[config.mk]
export PLATFORM = sky130hd
export DESIGN_NAME = ndf_cell
export DESIGN_NICKNAME = d
export VERILOG_FILES = /design/src/rtl/core/ndf_pkg.sv /design/src/rtl/core/ndf_cell.sv
export SDC_FILE = /design/constraint.sdc
export NUM_CORES = 1
export LEC_CHECK = 0
export BUFFER_PORTS_ARGS = -buffer_cell sky130_fd_sc_hd__buf_2
export CORE_MARGIN = 5
export CORE_UTILIZATION = 45
export CTS_BUF_LIST = sky130_fd_sc_hd__clkbuf_16
export DETAILED_ROUTE_END_ITERATION = 6
export HOLD_SLACK_MARGIN = 0.02
export PLACE_DENSITY = 0.85
export SLEW_MARGIN = 20
export SYNTH_ARGS = -nofsm -noshare
export SYNTH_HDL_FRONTEND = slang
export SYNTH_SLANG_ARGS = --single-unit
[constraint.sdc]
create_clock -name clk_i -period 4.4 [get_ports clk_i]
set_clock_uncertainty 0.05 [all_clocks]
set_input_delay 0.88 -clock clk_i [delete_from_list [all_inputs] [get_ports clk_i]]
set_output_delay 0.88 -clock clk_i [all_outputs]
set_load 0.02 [all_outputs]
[src/rtl/core/ndf_pkg.sv]
`default_nettype none

package ndf_pkg;

  localparam int unsigned TableDepthDefault = 65536;
  localparam int unsigned MaxNgramDefault   = 16;

  localparam int unsigned TokenW  = 32;
  localparam int unsigned CountW  = 32;
  localparam int unsigned FpW     = 64;
  localparam int unsigned CfgIdxW = 1;
  localparam int unsigned CfgDataW = 5;
  localparam int unsigned NgramW  = 5;

  localparam logic [CfgIdxW-1:0] REG_GRAM_LEN = 1'b0;
  localparam logic [CfgIdxW-1:0] REG_DEDUP_EN = 1'b1;

  localparam logic FUNC_PUSH  = 1'b0;
  localparam logic FUNC_CLEAR = 1'b1;

  localparam logic [NgramW-1:0] GRAM_LEN_RST = 5'd3;
  localparam logic              DEDUP_EN_RST = 1'b1;

  localparam logic [FpW-1:0] HASH_SEED = 64'd1315423911;
  localparam logic [FpW-1:0] HASH_MULT = 64'd2654435761;

  typedef enum logic [3:0] {
    ST_CLEAR,
    ST_IDLE,
    ST_CHECK,
    ST_HASH,
    ST_MOD,
    ST_READ,
    ST_CMP,
    ST_FLUSH,
    ST_FIN
  } ndf_state_e;

  // Weight of window position idx: seed times multiplier to the power idx, mod 2^64.
  function automatic logic [FpW-1:0] b_coef(input int unsigned idx);
    logic [FpW-1:0] b;
    int unsigned    k;
    b = HASH_SEED;
    for (k = 0; k < idx; k++) begin
      b = b * HASH_MULT;
    end
    return b;
  endfunction

  // Residue of v times 16 to the power pos, modulo depth.
  function automatic int unsigned nib_weight(input int unsigned pos, input int unsigned v,
                                             input int unsigned depth);
    logic [63:0] r;
    int unsigned k;
    r = 64'(v) % 64'(depth);
    for (k = 0; k < pos; k++) begin
      r = (r * 64'd16) % 64'(depth);
    end
    return 32'(r);
  endfunction

endpackage

`default_nettype wire

[src/rtl/core/ndf_cell.sv]
`default_nettype none

module ndf_cell (
  input  wire logic                      clk_i,
  input  wire logic                      load_en_i,
  input  wire logic [ndf_pkg::TokenW-1:0] load_tok_i,
  input  wire logic                      shift_en_i,
  input  wire logic [ndf_pkg::TokenW-1:0] nbr_tok_i,
  output logic      [ndf_pkg::TokenW-1:0] tok_o
);
  import ndf_pkg::*;

  logic [TokenW-1:0] tok_q, tok_d;

  always_comb begin
    tok_d = tok_q;
    if (shift_en_i) begin
      tok_d = nbr_tok_i;
    end else if (load_en_i) begin
      tok_d = load_tok_i;
    end
  end

  always_ff @(posedge clk_i) begin
    tok_q <= tok_d;
  end

  assign tok_o = tok_q;

endmodule

`default_nettype wire

==> results of run 1 <==
[stage by stage]
stage	hold WS, ps	area [um2]	utilization (%)	cells
2_1_floorplan	1050	1510	-	69
3_3_place_gp	1130	2000	60.9	211
3_5_place_dp	1130	2000	60.9	211
4_1_cts	856	2130	65.0	218
5_1_grt	856	2130	65.0	218
6_report	862	2130	65.0	218
[routing by layer]
metal	up-vias	wire (um)	GRT usage [%]
li1	473	-	-
met4	0	26	5.21
met1	419	1230	15.7
met3	3	364	5.09
met5	-	0	0
met2	61	1690	23.9
[final cells by class]
cell class	instances	area [um2]	share of cell area (%)
clock buffers	5	125	5.87
clock inverters	2	8.76	0.411
multi-input cells	33	475	22.3
flip-flops and latches	32	961	45.0
well taps	46	57.6	2.70
repair buffers	100	505	23.7
[worst paths after layout]
check / end / depth (start not counted)
max: tok_o[28] / 3
min: tok_o[10] / 2
[cell usage after synthesis]
cell type and n:
buf_12 3, buf_6 1, edfxtp_1 32, mux2_2 3, mux2_4 29, or2_1 1
[logic make-up (layout without fill, tap and decap cells)]
group | Yosys count | in the layout | synth area share [%]
flops | 32 | 32 | 63.7
mux | 32 | 32 | 31.1
buf+inv | 4 | 107 | 4.73
simple gates | 1 | 1 | 0.415
[report_power, final]
| group | switching (mW) | leakage [nW] | internal [mW] |
|---|---|---|---|
| Combinational | 0.0831 | 0.647 | 0.0763 |
| Clock | 0.105 | 0.0709 | 0.202 |
| Sequential | 0.00776 | 0.326 | 0.375 |
[cell usage in the layout (no fill, tap or decap), drive strengths merged]
| master | instances |
|---|---|
| inv | 1 |
| clkinv | 1 |
| buf | 100 |
| mux2 | 32 |
| or2 | 1 |
| edfxtp | 32 |
| clkbuf | 5 |
==> reports/metrics.csv, run 1 <==
metric,value,unit
synthesis.nets,136,
drc,0,
tightest_slew,663,ps
antenna_found_initial,0,
post-cts-setup-buffers,0,
cp_slowest_cell,or2_1,
slew_headroom,55.8,%
synth-seq-cells,32,
start_util,45.9,%
ctsHoldBuffers,0,
cts_max_level,2,
nets,239,
ys_warn_count,0,
grt_max_degree,33,
period_needed,1970,ps
clkTransAtPathRegs,50,ps
drive_gt1_share,80.2,%
yosys.area.top_type,edfxtp_1,
power_density,398,nW/um2
rsz0062_at_grt,no,
netlist_instances,69,
fillers,246,
required,4300,ps
outcome,completed,
initialDrtViolationCount,50,
gr-usage-all-layers,13.9,%
cts_buffers,5,
cts_resized,0,
arrival,1870,ps
synthTopCellsByArea,"edfxtp_1, mux2_4, buf_12, mux2_2, buf_6",
hpwl,2560,um
vias,956,
clock_path_buffers,2,
clockRootBuffer,clkbuf_16,
final-hold-violation-count,0,
hp-class,input port to flip-flop,
synth_cell_types,6,
ys_seq_area_share,63.7,%
fmax,507,MHz
largest_reg_flops,32,
clock-sinks,32,
dieArea,4610,um2
max_cap_viol_count,0,
cts_tree,yes,
grt_pass1_wl,4530,um
place.gp.congestion,0.699,
io_buffer_count,98,
setup_slack,2430,ps
tns,0,ps
critPathMaxStageDelay,530,ps
worstSetupPathType,input port to flip-flop,
startpoint_type,input port,
drt-total-wl,3320,um
ioPinCount,99,
total_power,0.849,mW
fp.dieH,67.9,um
overflow,0,
antenna_cells,0,
syn_area,1510,um2
cp-end-kind,flip-flop,
die_x,67.9,um
first_pass_iters,4,
drtAntennaViolNets,0,
crit_fanout,17,
avgSynthCellArea,21.9,um2
syn2layout_area_growth,41.5,%
grt_pass1_vias,972,
worstSetupStartpoint,shift_en_i,
ir_worst_vdd,215,uV
dp_slack,2140,ps
final.period_utilization,44.9,%
maxSlewViolCount,0,
vias_per_cell,4.39,
hp-start,nbr_tok_i[10],
yosys.area.top_type_share,63.7,%
fp.coreArea,3280,um2
power_leakage,1.04,nW
cp_cell_sequence,buf_2 > or2_1 > buf_4,
cp.buffers_inverters,2,
setup_viol,0,
wl_per_cell,15.2,um
num_rows,21,
cp_top_family,simple AND/OR/NAND/NOR gates,
Power figures use the tool's default switching activity.
==> run 2: changes to the inputs <==
- ABC_AREA: not set -> 1
- CORE_UTILIZATION: 45 -> 36
- PLACE_DENSITY: 0.85 -> 0.75
- clock period: 4.4 -> 1.7 ns (I/O delays scaled with it)
==> reports/metrics.csv, run 2 <==
metric,value,unit,change
combPwrFrac,17.1,%,was 18.8%
grt_max_degree,34,,was 33
synth_cell_types,6,,unchanged
fmax,836,MHz,
largest_reg_flops,32,,unchanged
total_power,2.15,mW,was 0.849 mW
io_buffer_count,98,,unchanged
period_needed,1200,ps,
tns,0,ps,unchanged
tightest_slew,708,ps,was 663 ps
post-cts-setup-buffers,0,,unchanged
clock-sinks,32,,unchanged
yosys.area.top_type_share,68.6,%,was 63.7%
yosys.area.top_type,edfxtp_1,,unchanged
startpoint_type,flip-flop,,was input port
syn_area,1400,um2,was 1510 um2
num_rows,22,,was 21
synth-seq-cells,32,,unchanged
yosys-top-cells-count,"nand2_1, edfxtp_1, buf_6",,"was edfxtp_1, mux2_4, buf_12, mux2_2"
wl_per_cell,11.5,um,was 15.2 um
cp.buffers_inverters,1,,was 2
clkTransAtPathRegs,50,ps,about the same
die_x,72.4,um,was 67.9 um
hp-class,input port to flip-flop,,unchanged
outcome,completed,,unchanged
gr-usage-all-layers,12.2,%,was 13.9%
cts_resized,0,,unchanged
worstSetupPathType,flip-flop to output port,,was input port to flip-flop
rsz0062_at_grt,no,,unchanged
vias,1200,,was 956
drc,0,,unchanged
cts_max_level,2,,unchanged
p_int,1.63,mW,was 0.654 mW
mostFrequentLayoutCell,buf_2,,unchanged
final_cell_mix,"buf_2, nand2_1, edfxtp_1, clkbuf_16, inv_1",,"was buf_2, edfxtp_1, mux2_4, clkbuf_16, mux2_2"
arrival,810,ps,was 1870 ps
dieArea,5240,um2,was 4610 um2
place.gp.congestion,0.703,,was 0.699
drt-total-wl,3280,um,was 3320 um
antenna_cells,0,,unchanged
power_density,1060,nW/um2,was 398 nW/um2
cts_tree,yes,,unchanged
synth_flop_cell,edfxtp_1,,unchanged
slew_headroom,52.8,%,was 55.8%
power_leakage,1.09,nW,was 1.04 nW
initialDrtViolationCount,74,,was 50
p_seq_share,46.0,%,was 45.1%
vias_per_cell,4.21,,was 4.39
multiInputGateArea,367,um2,was 475 um2
cp-end-kind,output port,,was flip-flop
seqCellArea,961,um2,unchanged
synth.most_common_cell,nand2_1,,was edfxtp_1
final-hold-violation-count,0,,unchanged
power_frac_clock,36.9,%,was 36.1%
drive_gt1_share,44.7,%,was 80.2%
netlist_instances,137,,was 69
critPathMaxStageDelay,370,ps,was 530 ps
fillers,368,,was 246
crit_fanout,1,,was 17
synthArstFlopShare,0,%,unchanged
antenna_found_initial,0,,unchanged
nets,303,,was 239
max_cap_viol_count,0,,unchanged
avgSynthCellArea,10.2,um2,was 21.9 um2
ctsHoldBuffers,0,,unchanged
syn2layout_area_growth,44.7,%,was 41.5%
clockRootBuffer,clkbuf_16,,unchanged
ys_warn_count,0,,unchanged
ys_seq_area_share,68.6,%,was 63.7%
synthesis.nets,204,,was 136
fp.coreArea,3720,um2,was 3280 um2
hold-worst-slack,290,ps,was 862 ps
ir_worst_vdd,529,uV,was 215 uV
cp_cell_sequence,buf_2,,was buf_2 > or2_1 > buf_4
switching_share,24.0,%,was 23.1%
clock_path_buffers,2,,unchanged
drtAntennaViolNets,0,,unchanged
ioPinCount,99,,unchanged
fp.dieH,72.4,um,was 67.9 um
grt_pass1_wl,4840,um,was 4530 um
start_util,37.7,%,was 45.9%
cts_buffers,5,,unchanged
first_pass_iters,4,,unchanged
synthTopCellsByArea,"edfxtp_1, nand2_1, buf_6, buf_4, inv_4",,"was edfxtp_1, mux2_4, buf_12, mux2_2, buf_6"
final.period_utilization,70.3,%,
setup_viol,0,,unchanged
synth_edf_count,32,,unchanged
overflow,0,,unchanged
maxSlewViolCount,0,,unchanged
cp_top_family,flip-flops,,was simple AND/OR/NAND/NOR gates
required,1310,ps,was 4300 ps
cp_slowest_cell,edfxtp_1,,was or2_1
grt_pass1_vias,1116,,was 972
power.switching,0.516,mW,was 0.196 mW
-- run 2: metrics by stage --
stage | cells | setup slack, ps | area (um2) | util [%]
4_1_cts | 285 | 496 | 2030 | 54.6
5_1_grt | 285 | 432 | 2030 | 54.6
3_5_place_dp | 277 | 214 | 1890 | 50.9
3_3_place_gp | 277 | 265 | 1890 | 50.9
2_1_floorplan | 137 | 350 | 1400 | -
6_report | 285 | 504 | 2030 | 54.6
-- run 2: final cells by class --
class | instances | area share, %
inverters | 1 | 0.308
multi-input cells | 97 | 18.1
clock buffers | 5 | 6.17
well taps | 48 | 2.96
repair buffers | 99 | 24.6
clock inverters | 3 | 0.555
flip-flops and latches | 32 | 47.4
-- run 2: power groups by stage --
stage	Combinational (mW)	Clock [mW]	Sequential, mW
finish	0.368	0.792	0.988
global placement	0.369	0	1.00
global route	0.402	0.855	0.996
detailed placement	0.375	0	1.00
floorplan	0.0937	0	1.12
CTS	0.376	0.817	0.990
-- run 2: worst paths after layout --
kind                       start        end  depth (start not counted)
setup / recovery       tok_o[14]  tok_o[14]                          1
hold / removal    load_tok_i[28]  tok_o[28]                          3
-- run 2: kinds of logic (layout without fill, tap and decap cells) --
kind of cell  after synthesis  count (layout)  synth area share, %
simple gates               97              97                 26.2
flops                      32              32                 68.6
buf+inv                     8             108                 5.27
-- run 2: layer usage --
layer  share of wire (%)  vias up  GRT usage, %
met1                  35      507          11.8
li1                    -      633             -
met2                  51       56          22.6
met5                   0        -             0
met4                 1.2        0          5.53
met3                  13        4          4.99
