## config.mk

```make
export PLATFORM = sky130hd
export DESIGN_NAME = ndf_hash
export DESIGN_NICKNAME = d
export VERILOG_FILES = /design/src/rtl/core/ndf_pkg.sv /design/src/rtl/core/ndf_hash.sv
export SDC_FILE = /design/constraint.sdc
export NUM_CORES = 2
export LEC_CHECK = 0
export BUFFER_PORTS_ARGS = -buffer_cell sky130_fd_sc_hd__buf_2
export CORE_ASPECT_RATIO = 2
export CORE_MARGIN = 2
export CORE_UTILIZATION = 59
export CTS_CLUSTER_SIZE = 28
export DETAILED_ROUTE_END_ITERATION = 10
export MAX_ROUTING_LAYER = met4
export PLACE_DENSITY = 0.84
export SLEW_MARGIN = 20
export SYNTH_ARGS = -nofsm -noshare
export SYNTH_HDL_FRONTEND = slang
export SYNTH_SLANG_ARGS = --single-unit
```

## constraint.sdc

```tcl
create_clock -name clk_i -period 23 [get_ports clk_i]
set_input_delay 1.15 -clock clk_i [delete_from_list [all_inputs] [get_ports clk_i]]
set_output_delay 1.15 -clock clk_i [all_outputs]
set_load 0.02 [all_outputs]
```

## src/rtl/core/ndf_pkg.sv

```systemverilog
`default_nettype none

package ndf_pkg;

  localparam int unsigned TableDepthDefault = 65536;
  localparam int unsigned MaxNgramDefault   = 16;

  localparam int unsigned TokenW  = 32;
  localparam int unsigned CountW  = 32;
  localparam int unsigned FpW     = 64;
  localparam int unsigned CfgIdxW = 1;
  localparam int unsigned CfgDataW = 5;
  localparam int unsigned NgramW  = 5;

  localparam logic [CfgIdxW-1:0] REG_GRAM_LEN = 1'b0;
  localparam logic [CfgIdxW-1:0] REG_DEDUP_EN = 1'b1;

  localparam logic FUNC_PUSH  = 1'b0;
  localparam logic FUNC_CLEAR = 1'b1;

  localparam logic [NgramW-1:0] GRAM_LEN_RST = 5'd3;
  localparam logic              DEDUP_EN_RST = 1'b1;

  localparam logic [FpW-1:0] HASH_SEED = 64'd1315423911;
  localparam logic [FpW-1:0] HASH_MULT = 64'd2654435761;

  typedef enum logic [3:0] {
    ST_CLEAR,
    ST_IDLE,
    ST_CHECK,
    ST_HASH,
    ST_MOD,
    ST_READ,
    ST_CMP,
    ST_FLUSH,
    ST_FIN
  } ndf_state_e;

  // Weight of window position idx: seed times multiplier to the power idx, mod 2^64.
  function automatic logic [FpW-1:0] b_coef(input int unsigned idx);
    logic [FpW-1:0] b;
    int unsigned    k;
    b = HASH_SEED;
    for (k = 0; k < idx; k++) begin
      b = b * HASH_MULT;
    end
    return b;
  endfunction

  // Residue of v times 16 to the power pos, modulo depth.
  function automatic int unsigned nib_weight(input int unsigned pos, input int unsigned v,
                                             input int unsigned depth);
    logic [63:0] r;
    int unsigned k;
    r = 64'(v) % 64'(depth);
    for (k = 0; k < pos; k++) begin
      r = (r * 64'd16) % 64'(depth);
    end
    return 32'(r);
  endfunction

endpackage

`default_nettype wire

```

## src/rtl/core/ndf_hash.sv

```systemverilog
`default_nettype none

module ndf_hash #(
  parameter int unsigned MAX_NGRAM = ndf_pkg::MaxNgramDefault,
  localparam int unsigned NW = $clog2(MAX_NGRAM + 1)
) (
  input  wire logic                                      clk_i,
  input  wire logic                                      rst_ni,
  input  wire logic                                      start_i,
  input  wire logic [NW-1:0]                             n_i,
  input  wire logic [MAX_NGRAM-1:0][ndf_pkg::TokenW-1:0] win_i,
  output logic                                           done_o,
  output logic      [ndf_pkg::FpW-1:0]                   fp_o
);
  import ndf_pkg::*;

  localparam int unsigned IW = (MAX_NGRAM > 1) ? $clog2(MAX_NGRAM) : 1;

  logic [FpW-1:0] coef [MAX_NGRAM];

  for (genvar g = 0; g < MAX_NGRAM; g++) begin : g_coef
    assign coef[g] = b_coef(g);
  end

  logic              issue_q, issue_d;
  logic [IW-1:0]     idx_q, idx_d;
  logic [NW-1:0]     left_q, left_d;
  logic              s1_vld_q, s1_last_q, done_q;
  logic [FpW-1:0]    pl_q, pl_d;
  logic [31:0]       ph_q, ph_d;
  logic [FpW-1:0]    h_q, h_d, x;
  logic [TokenW-1:0] t;
  logic [FpW-1:0]    c;

  assign t = win_i[idx_q];
  assign c = coef[idx_q];

  always_comb begin
    issue_d = issue_q;
    idx_d   = idx_q;
    left_d  = left_q;
    if (start_i) begin
      issue_d = 1'b1;
      idx_d   = '0;
      left_d  = n_i;
    end else if (issue_q) begin
      idx_d  = idx_q + 1'b1;
      left_d = left_q - 1'b1;
      if (left_q == NW'(1)) begin
        issue_d = 1'b0;
      end
    end
  end

  always_comb begin
    pl_d = 64'(t) * 64'(c[31:0]);
    ph_d = 32'(t * c[63:32]);
  end

  always_comb begin
    x   = h_q ^ (pl_q + {ph_q, 32'b0});
    h_d = h_q;
    if (start_i) begin
      h_d = '0;
    end else if (s1_vld_q) begin
      h_d = (x << 13) | (x >> 19);
    end
  end

  always_ff @(posedge clk_i or negedge rst_ni) begin
    if (!rst_ni) begin
      issue_q   <= 1'b0;
      idx_q     <= '0;
      left_q    <= '0;
      s1_vld_q  <= 1'b0;
      s1_last_q <= 1'b0;
      done_q    <= 1'b0;
    end else begin
      issue_q   <= issue_d;
      idx_q     <= idx_d;
      left_q    <= left_d;
      s1_vld_q  <= issue_q && !start_i;
      s1_last_q <= issue_q && (left_q == NW'(1));
      done_q    <= s1_vld_q && s1_last_q && !start_i;
    end
  end

  always_ff @(posedge clk_i) begin
    pl_q <= pl_d;
    ph_q <= ph_d;
    h_q  <= h_d;
  end

  assign done_o = done_q;
  assign fp_o   = h_q;

endmodule

`default_nettype wire
```

==> flow_metrics.tcl, run 1 <==
set metrics [dict create \
    cts.sinks 173 \
    initial_core_util_pct 59.5 \
    yosys.area.top_type_share_pct 43.5 \
    die_height_um 450 \
    outcome "did not finish" \
    synth_top_family_by_area "adder cells" \
    cts_max_level 4 \
    gp_congestion 1.20 \
    synth_xor_area_share_pct 3.77 \
    ys.flop_type "dfxtp_1" \
    ios 585 \
    synth-edff-count 0 \
    netlist_instances 6623 \
    grt_pass1_wl_mm 435 \
    syn_area_um2 58600 \
    synth_area_leaders "fa_1, ha_1, inv_1" \
    cts_buffers 17 \
    grtUsageTotal_pct 63.4 \
    grt_max_degree 100 \
    cts_hold_buf 0 \
    dp_hpwl_mm 225 \
    synth_compound_gate_area_share_pct 6.83 \
    synth_top_area_cell "fa_1" \
    post-cts-setup-buffer-count 0 \
    seq_area_frac_synth_pct 6.02 \
    io_buffers 584 \
    root_buffer "clkbuf_16" \
    async_reset_ff_share_pct 7.51 \
    tool.error "[ERROR GRT-0116] Global routing finished with congestion. Check the congestion regions in the DRC Viewer." \
    synth_cell_types 79 \
    yosys.area_share.adder_pct 53.3 \
    fp-row-count 163 \
    cts_buffer_depth 2 \
    yosys-top-cells-count "inv_1, fa_1, nand2_1" \
    cts_resized 0 \
    avgSynthCellArea_um2 8.85 \
    synth.area.mux_share_pct 5.18 \
    synth_nets 8878 \
    synthMostInstantiatedCell "inv_1" \
    lastStage "5_1_grt" \
    overflow 24 \
    grt_pass1_vias 61485 \
    dieWidth_um 227 \
    synth-seq-cells 173 \
    synthesis.yosys.warnings 0 \
    synthSimpleGateAreaFrac_pct 13.1 \
]
==> routing by layer <==
| metal | global-route usage, % | GRT overflow |
|---|---|---|
| met5 | - | - |
| met4 | 68.5 | 15 |
| met3 | 35.5 | 0 |
| met2 | 87.0 | 9 |
| met1 | 58.2 | 0 |
==> cells by family after synthesis <==
family | after synthesis
and+or+nand+nor | 1930
buffers and inverters | 1794
adders and majority gates | 1735
AOI/OAI and AO/OA | 591
xor gates and xnor gates | 250
DFF | 173
muxes | 150
==> through the flow <==
| step | instances | hold WS (ns) | instance area, µm² | util [%] | worst slack, ns |
|---|---|---|---|---|---|
| floorplan | 6623 | 0.462 | 58600 | - | 13.18 |
| global placement | 8302 | 0.481 | 63100 | 64.0 | 10.90 |
| detailed placement | 8303 | 0.488 | 63100 | 64.0 | 10.67 |
| CTS | 8335 | 0.504 | 63700 | 64.7 | 10.63 |
==> inputs of run 2 (changes only) <==
--- a/config.mk
+++ b/config.mk
@@ -6,13 +6,10 @@
 export NUM_CORES = 2
 export LEC_CHECK = 0
 export BUFFER_PORTS_ARGS = -buffer_cell sky130_fd_sc_hd__buf_2
-export CORE_ASPECT_RATIO = 2
 export CORE_MARGIN = 2
-export CORE_UTILIZATION = 59
-export CTS_CLUSTER_SIZE = 28
+export CORE_UTILIZATION = 40
 export DETAILED_ROUTE_END_ITERATION = 10
-export MAX_ROUTING_LAYER = met4
-export PLACE_DENSITY = 0.84
+export PLACE_DENSITY_LB_ADDON = 0.15
 export SLEW_MARGIN = 20
 export SYNTH_ARGS = -nofsm -noshare
 export SYNTH_HDL_FRONTEND = slang
==> flow_metrics.tcl, run 2 <==
set metrics [dict create \
    fin_ws_ns 11.49 \
    critPathMaxFanout 35 \
    final_common_cell "inv_1" \
    cts_buffers 17 \
    synth_compound_gate_area_share_pct 6.83 \
    ys.flop_type "dfxtp_1" \
    antenna_found_initial 98 \
    avgRoutedWirePerCell_um 29.7 \
    synth_area_leaders "fa_1, ha_1, inv_1" \
    dieArea_um2 150000 \
    tightestPinTransition_ns 1.20 \
    outcome "finished clean" \
    initial_core_util_pct 40.3 \
    synth-seq-cells 173 \
    drt_iter0_drc 4503 \
    dieWidth_um 387 \
    root_buffer "clkbuf_16" \
    avgSynthCellArea_um2 8.85 \
    cts.sinks 173 \
    cpMaxStageDelayCell "dfrtp_4" \
    synthSimpleGateAreaFrac_pct 13.1 \
    ios 585 \
    crit_top_cell "fa_1" \
    seq_area_frac_synth_pct 6.02 \
    met3_usage_pct 7.03 \
    grt_pass1_vias 52038 \
    cp-start-kind "register" \
    worstPathArrival_ns 11.89 \
    synthToLayoutAreaGrowth_pct 10.2 \
    insertion_delay_ns 0.52 \
    grt-busiest-layer "met2" \
    die_height_um 387 \
    max_cap_viol_count 0 \
    finalCritPeriodShare_pct 50.0 \
    dp.cells 8899 \
    synthMostInstantiatedCell "inv_1" \
    io_buffers 584 \
    final_cell_count_no_fill 8991 \
    clk_pin_slew_worst_paths_ns 0.10 \
    pre_cts_ws_ns 11.74 \
    rsz0062_at_grt "no" \
    finalNetCount 9256 \
    synth.area.mux_share_pct 5.18 \
    holdPathStages 1 \
    gp_congestion 1.01 \
    first_pass_iters 6 \
    final_cell_mix "inv_1, fa_1, nand2_1" \
    cts_hold_buf 0 \
    period_minus_slack_ns 11.51 \
    cts_tree "done" \
    fin_tns_setup_ns 0 \
    max_stage_delay_ns 0.72 \
    hold_path.class "reg2reg" \
    synth-edff-count 0 \
    viasPerCell 5.49 \
    yosys.area_share.adder_pct 53.3 \
    synth_nets 8878 \
    grt_max_degree 89 \
    syn_area_um2 58600 \
    yosys.area.top_type_share_pct 43.5 \
    path_class "reg2reg" \
    critical_path_required_ns 23.38 \
    cts_buffer_depth 2 \
    routed_wl_mm 267 \
    vias 49342 \
    maxSlewHeadroom_pct 19.9 \
    grt_use_met2_pct 57.4 \
    coreArea_um2 146000 \
    async_reset_ff_share_pct 7.51 \
    cts_max_level 4 \
    end_kind "register" \
    yosys-top-cells-count "inv_1, fa_1, nand2_1" \
    cts_resized 0 \
    fp-row-count 140 \
    synth_top_family_by_area "adder cells" \
    grtUsageTotal_pct 35.9 \
    synthesis.yosys.warnings 0 \
    synth_cell_types 79 \
    clock_skew_ns 0.0372 \
    post-cts-setup-buffer-count 0 \
    synth_top_area_cell "fa_1" \
    netlist_instances 6623 \
    grt_pass1_wl_mm 379 \
    reg2reg_slack_ns 11.49 \
    final_hold_viol_count 0 \
    report.final.slew_viol_count 0 \
    drive_above_1_share_pct 14.0 \
    route.detailed.drc 0 \
    setup_violations 0 \
    fmax_ghz 0.0869 \
    overflow 0 \
    drtAntennaViolNets 0 \
    reg2reg_depth 31 \
    use_met1_pct 44.1 \
    dp_hpwl_mm 218 \
    synth_xor_area_share_pct 3.77 \
]
run 2: cell counts after synthesis:
No cell type changed its count.
run 2: per-layer routing:
layer / wire (µm) / up-vias / share of wire (%)
met5: 207 / - / 0.078
met4: 22100 / 32 / 8.3
met3: 22400 / 603 / 8.4
met2: 122000 / 2371 / 46
met1: 99700 / 25521 / 37
li1: - / 20815 / -
run 2: worst paths after layout:
kind                             to       from
setup / recovery           pl_q[29]   idx_q[0]
hold / removal               done_o  s1_last_q
setup reg to reg           pl_q[29]   idx_q[0]
hold reg to reg              done_o  s1_last_q
max in group asynchronous  s1_vld_q     rst_ni
min in group asynchronous  idx_q[3]     rst_ni
run 2: layout make-up:
type                            count  area, µm²
Sequential cell                   173       3550
Tap cell                         1917       2400
Multi-Input combinational cell   4656      48600
Fill cell                       14717      81000
Antenna cell                       60        150
Clock inverter                     15        194
Inverter                         1442       5420
Timing Repair Buffer              711       3880
Clock buffer                       17        425
run 2: logic make-up (layout without fill, tap and decap cells):
logic type | Yosys count | after routing
compound gates | 591 | 591
xor+xnor | 250 | 250
fa+ha+maj | 1735 | 1735
buf+inv | 1794 | 2185
flops | 173 | 173
mux | 150 | 150
other cells | 0 | 60
simple gates | 1930 | 1930
run 2: stage by stage:
step / hold slack, ns / util [%] / area, µm²
finish: 0.504 / 44.4 / 64600
global route: 0.523 / 44.3 / 64500
CTS: 0.506 / 44.3 / 64500
detailed placement: 0.476 / 43.9 / 63800
global placement: 0.468 / 43.9 / 63800
floorplan: 0.462 / - / 58600
run 2: critical path: cells and delay by family, from the launching register on:
family | cells | cell delay, ns
adders and majority gates | 9 | 3.52
AOI/OAI and AO/OA | 10 | 3.21
buffers and inverters | 8 | 2.64
DFF | 1 | 0.72
muxes | 1 | 0.58
and+or+nand+nor | 2 | 0.28
xor gates and xnor gates | 1 | 0.21
Power of run 2 is left out: the tool's default activity adds up to more than one toggle a clock period on the data nets, which glitch-free logic cannot reach.
